`config.mk`:
```
export PLATFORM = sky130hd
export DESIGN_NAME = sgs_queue
export DESIGN_NICKNAME = d
export VERILOG_FILES = /design/src/rtl/core/sgs_queue.sv
export SDC_FILE = /design/constraint.sdc
export NUM_CORES = 1
export LEC_CHECK = 0
export BUFFER_PORTS_ARGS = -buffer_cell sky130_fd_sc_hd__buf_4
export CORE_ASPECT_RATIO = 1.5
export CORE_MARGIN = 4
export CORE_UTILIZATION = 51
export CTS_CLUSTER_SIZE = 10
export DETAILED_ROUTE_END_ITERATION = 10
export GPL_TIMING_DRIVEN = 0
export PLACE_DENSITY = 0.85
export RECOVER_POWER = 100
export SYNTH_ARGS = -nofsm -noshare
export SYNTH_HDL_FRONTEND = slang
export SYNTH_SLANG_ARGS = --single-unit
```
`constraint.sdc`:
```
create_clock -name clk -period 1.9 [get_ports clk]
set_input_delay 0.285 -clock clk [delete_from_list [all_inputs] [get_ports clk]]
set_output_delay 0.285 -clock clk [all_outputs]
set_load 0.05 [all_outputs]
```
`src/rtl/core/sgs_queue.sv`:
```
`timescale 1ns / 1ps
`default_nettype none

module sgs_queue #(
	parameter int DW    = 24,
	parameter int DEPTH = 4
) (
	input  wire logic          clk,
	input  wire logic          arst_n,
	input  wire logic          push,
	input  wire logic [DW-1:0] push_data,
	output logic               push_ready,
	output logic               pop_valid,
	input  wire logic          pop,
	output logic [DW-1:0]      pop_data
);

	localparam int PW = (DEPTH > 1) ? $clog2(DEPTH) : 1;
	localparam int CW = $clog2(DEPTH + 1);

	logic [DW-1:0] slot_q [DEPTH];
	logic [PW-1:0] wr_ptr_q;
	logic [PW-1:0] rd_ptr_q;
	logic [CW-1:0] count_q;
	logic          do_push;
	logic          do_pop;

	assign push_ready = (count_q != CW'(DEPTH));
	assign pop_valid  = (count_q != '0);
	assign pop_data   = slot_q[rd_ptr_q];
	assign do_push    = push && push_ready;
	assign do_pop     = pop && pop_valid;

	always_ff @(posedge clk) begin
		if (do_push) begin
			slot_q[wr_ptr_q] <= push_data;
		end
	end

	always_ff @(posedge clk or negedge arst_n) begin
		if (!arst_n) begin
			wr_ptr_q <= '0;
			rd_ptr_q <= '0;
			count_q  <= '0;
		end else begin
			if (do_push) begin
				wr_ptr_q <= (wr_ptr_q == PW'(DEPTH - 1)) ? '0 : wr_ptr_q + PW'(1);
			end
			if (do_pop) begin
				rd_ptr_q <= (rd_ptr_q == PW'(DEPTH - 1)) ? '0 : rd_ptr_q + PW'(1);
			end
			unique case ({do_push, do_pop})
				2'b10:   count_q <= count_q + CW'(1);
				2'b01:   count_q <= count_q - CW'(1);
				default: count_q <= count_q;
			endcase
		end
	end

	a_count_bound: assert property (@(posedge clk) disable iff (!arst_n)
		count_q <= CW'(DEPTH))
		else $error("queue count beyond depth");

endmodule

`default_nettype wire

```
==> results_dict.tcl <==
set metrics [dict create \
    grt_max_degree 25 \
    viasPerCell 5.311 \
    fin_ws_ns -0.1391 \
    synth_top_area_share_pct 73.63 \
    power.total_mw 8.632 \
    p_sw_share_pct 37.77 \
    nNetsFinal 282 \
    n_antenna_cell 0 \
    hold_violations 0 \
    cts_tree "done" \
    io_pins 54 \
    setup_violations 26 \
    hpwl_um 4086 \
    critPathMaxFanout 7 \
    cp_top_family "multiplexers" \
    synth_nets 201 \
    fin_util_pct 65.69 \
    rsz0062_at_grt "yes" \
    sequentialPowerShare_pct 36.7 \
    end_kind "output port" \
    ys_seq_elements 103 \
    p_comb_share_pct 50.5 \
    initial_utilization_pct 53.12 \
    holdWs_ns 0.1909 \
    gpl.final_weighted_congestion 0.6546 \
    p_int_mw 5.372 \
    critical_path.cell_chain "buf_8 -> buf_12 -> mux4_2 -> buf_6" \
    clock-root-buffer "clkbuf_8" \
    grt_pass1_vias 2010 \
    power.density_nw_per_um2 1783 \
    r2r_start "count_q[0]" \
    cts-buffers-inserted 9 \
    crit_path_start_kind "flop" \
    die_area_um2 9171 \
    io_buffers 53 \
    dr.pass1.iters 4 \
    syn_area_per_cell_um2 23.58 \
    crit_buf_inv 3 \
    slew_violations 0 \
    clk_latency_ns 0.35 \
    fmax_mhz 490.4 \
    worstMarginPinSlew_ns 0.6610 \
    die_w_um 79.54 \
    antenna_found_initial 0 \
    hp-class "primary input to flop" \
    path_depth 4 \
    worstHoldStart "push_data[15]" \
    htreeDepth 3 \
    crit_type "flop to output port" \
    synth_area_leaders "edfxtp_1 74%, mux4_2 14%, dfrtp_1 4.5%" \
    clk_pin_slew_ns 0.08 \
    grt-ovfl-total 0 \
    drt_drc_violations_left 0 \
    run_status "finished, violations left" \
    grt_pass1_wl_um 10810 \
    fin_crit_ns 2.039 \
    power_leakage_nw 1.694 \
    grtUsageTotal_pct 16.42 \
    reg2regPathDepth 9 \
    final_common_cell "edfxtp_1" \
    crit_required_ns 1.62 \
    route.antenna.remaining_nets 0 \
    crit_arrival_ns 1.75 \
    routed_wl_um 6881 \
    fp.coreArea_um2 7370 \
    min_period_over_period_pct 107.3 \
    violations "setup timing" \
    final.setup.tns_ns -2.853 \
    ir_drop_mv 1.139 \
    core.rowCount 38 \
    ys_seq_area_share_pct 78.11 \
    cp_slowest_stage_delay_ns 0.53 \
    dp_cells 319 \
    cts_buffer_depth 2 \
    maxCapViolations 0 \
    skew_ns 0.006414 \
    ys_warn_count 0 \
    power.share.clock_pct 12.8 \
    synth_cells 166 \
    power_switching_mw 3.261 \
    yosysTopAreaCell "edfxtp_1" \
    hold_depth 1 \
    final_cell_mix "96 x edfxtp_1, 28 x clkbuf_1, 26 x buf_6" \
    drt_first_iter_violations 123 \
    wl_per_cell_um 19.60 \
    netlist_area_um2 3915 \
    maxSlewHeadroom_pct 55.93 \
    die_h_um 115.3 \
    slowest_stage "mux4_2" \
    final_cells 351 \
    via_count 1864 \
    cts.sinks 103 \
    synthToLayoutAreaGrowth_pct 23.65 \
    crit_start "rd_ptr_q[0]" \
    yosys.cell_types.count 20 \
    drive_gt1_share_pct 39.04 \
]
## power by group through the flow
stage	clock, mW	sequential [mW]	combinational [mW]
2_1_floorplan	0	3.16	2.69
3_3_place_gp	0	3.18	3.58
6_report	1.11	3.17	4.36
4_1_cts	1.13	3.16	4.21
3_5_place_dp	0	3.22	3.65
5_1_grt	1.22	3.21	4.62
## final timing paths
| kind | to | slack [ns] |
|---|---|---|
| max | pop_data[20] | -0.14 |
| min | slot_q[2][15] | 0.19 |
| max reg2reg | count_q[2] | -0.12 |
| min reg2reg | count_q[2] | 0.49 |
| max in group asynchronous | wr_ptr_q[0] | 1.23 |
| min in group asynchronous | count_q[2] | 0.38 |
## flip-flops by register name (all words and copies together), names as in the netlist
register,count
slot_q,96
count_q,3
rd_ptr_q,2
wr_ptr_q,2
## final cells by class
cell class                      instances  area (um^2)
Clock buffer                           12        135.1
Buffer                                  6        78.83
Fill cell                             521         2529
Sequential cell                       103         3058
Multi-Input combinational cell         50        818.3
Tap cell                              100        125.1
Clock inverter                          3        11.26
Inverter                                7        28.78
Timing Repair Buffer                   70        585.6
## what timing repair did
action,4_1_cts,5_1_grt
hold buffers,1,0
resized for setup,38,9
endpoints found under the hold margin,7,0
setup buffers,11,3
pin swaps,6,0
setup endpoints to repair,26,26
gates cloned,0,2
## cell usage after synthesis, drive strengths merged
master / n
edfxtp: 96
mux4: 24
dfrtp: 7
inv: 7
buf: 6
ha: 6
and3: 4
mux2: 4
nor2: 3
xor2: 2
and2: 1
fa: 1
mux2i: 1
nand2: 1
or3: 1
or3b: 1
xnor2: 1
## metrics by stage
step	area (um^2)	setup slack (ns)
6_report	4841	-0.1391
5_1_grt	4841	-0.2489
3_5_place_dp	4457	-0.1693
4_1_cts	4835	-0.1256
3_3_place_gp	4457	-0.1368
2_1_floorplan	3934	-0.1870
## metal layers
metal	GRT usage [%]	wire length [um]	part of all wire (%)	up-vias
met5	0	0	0	-
met2	26.66	3699	54	45
met1	21.24	2778	40	971
met3	4.310	324	4.7	8
li1	-	-	-	840
met4	6.537	78	1.1	0
## logic make-up after synthesis
group	after synthesis	share of synthesized area [%]
buffers and inverters	13	1.534
muxes	29	15.40
xor gates and xnor gates	3	0.6713
adders and majority gates	7	2.429
DFF	103	78.11
and+or+nand+nor	11	1.854
No activity file was read; power rests on OpenSTA's default activity.
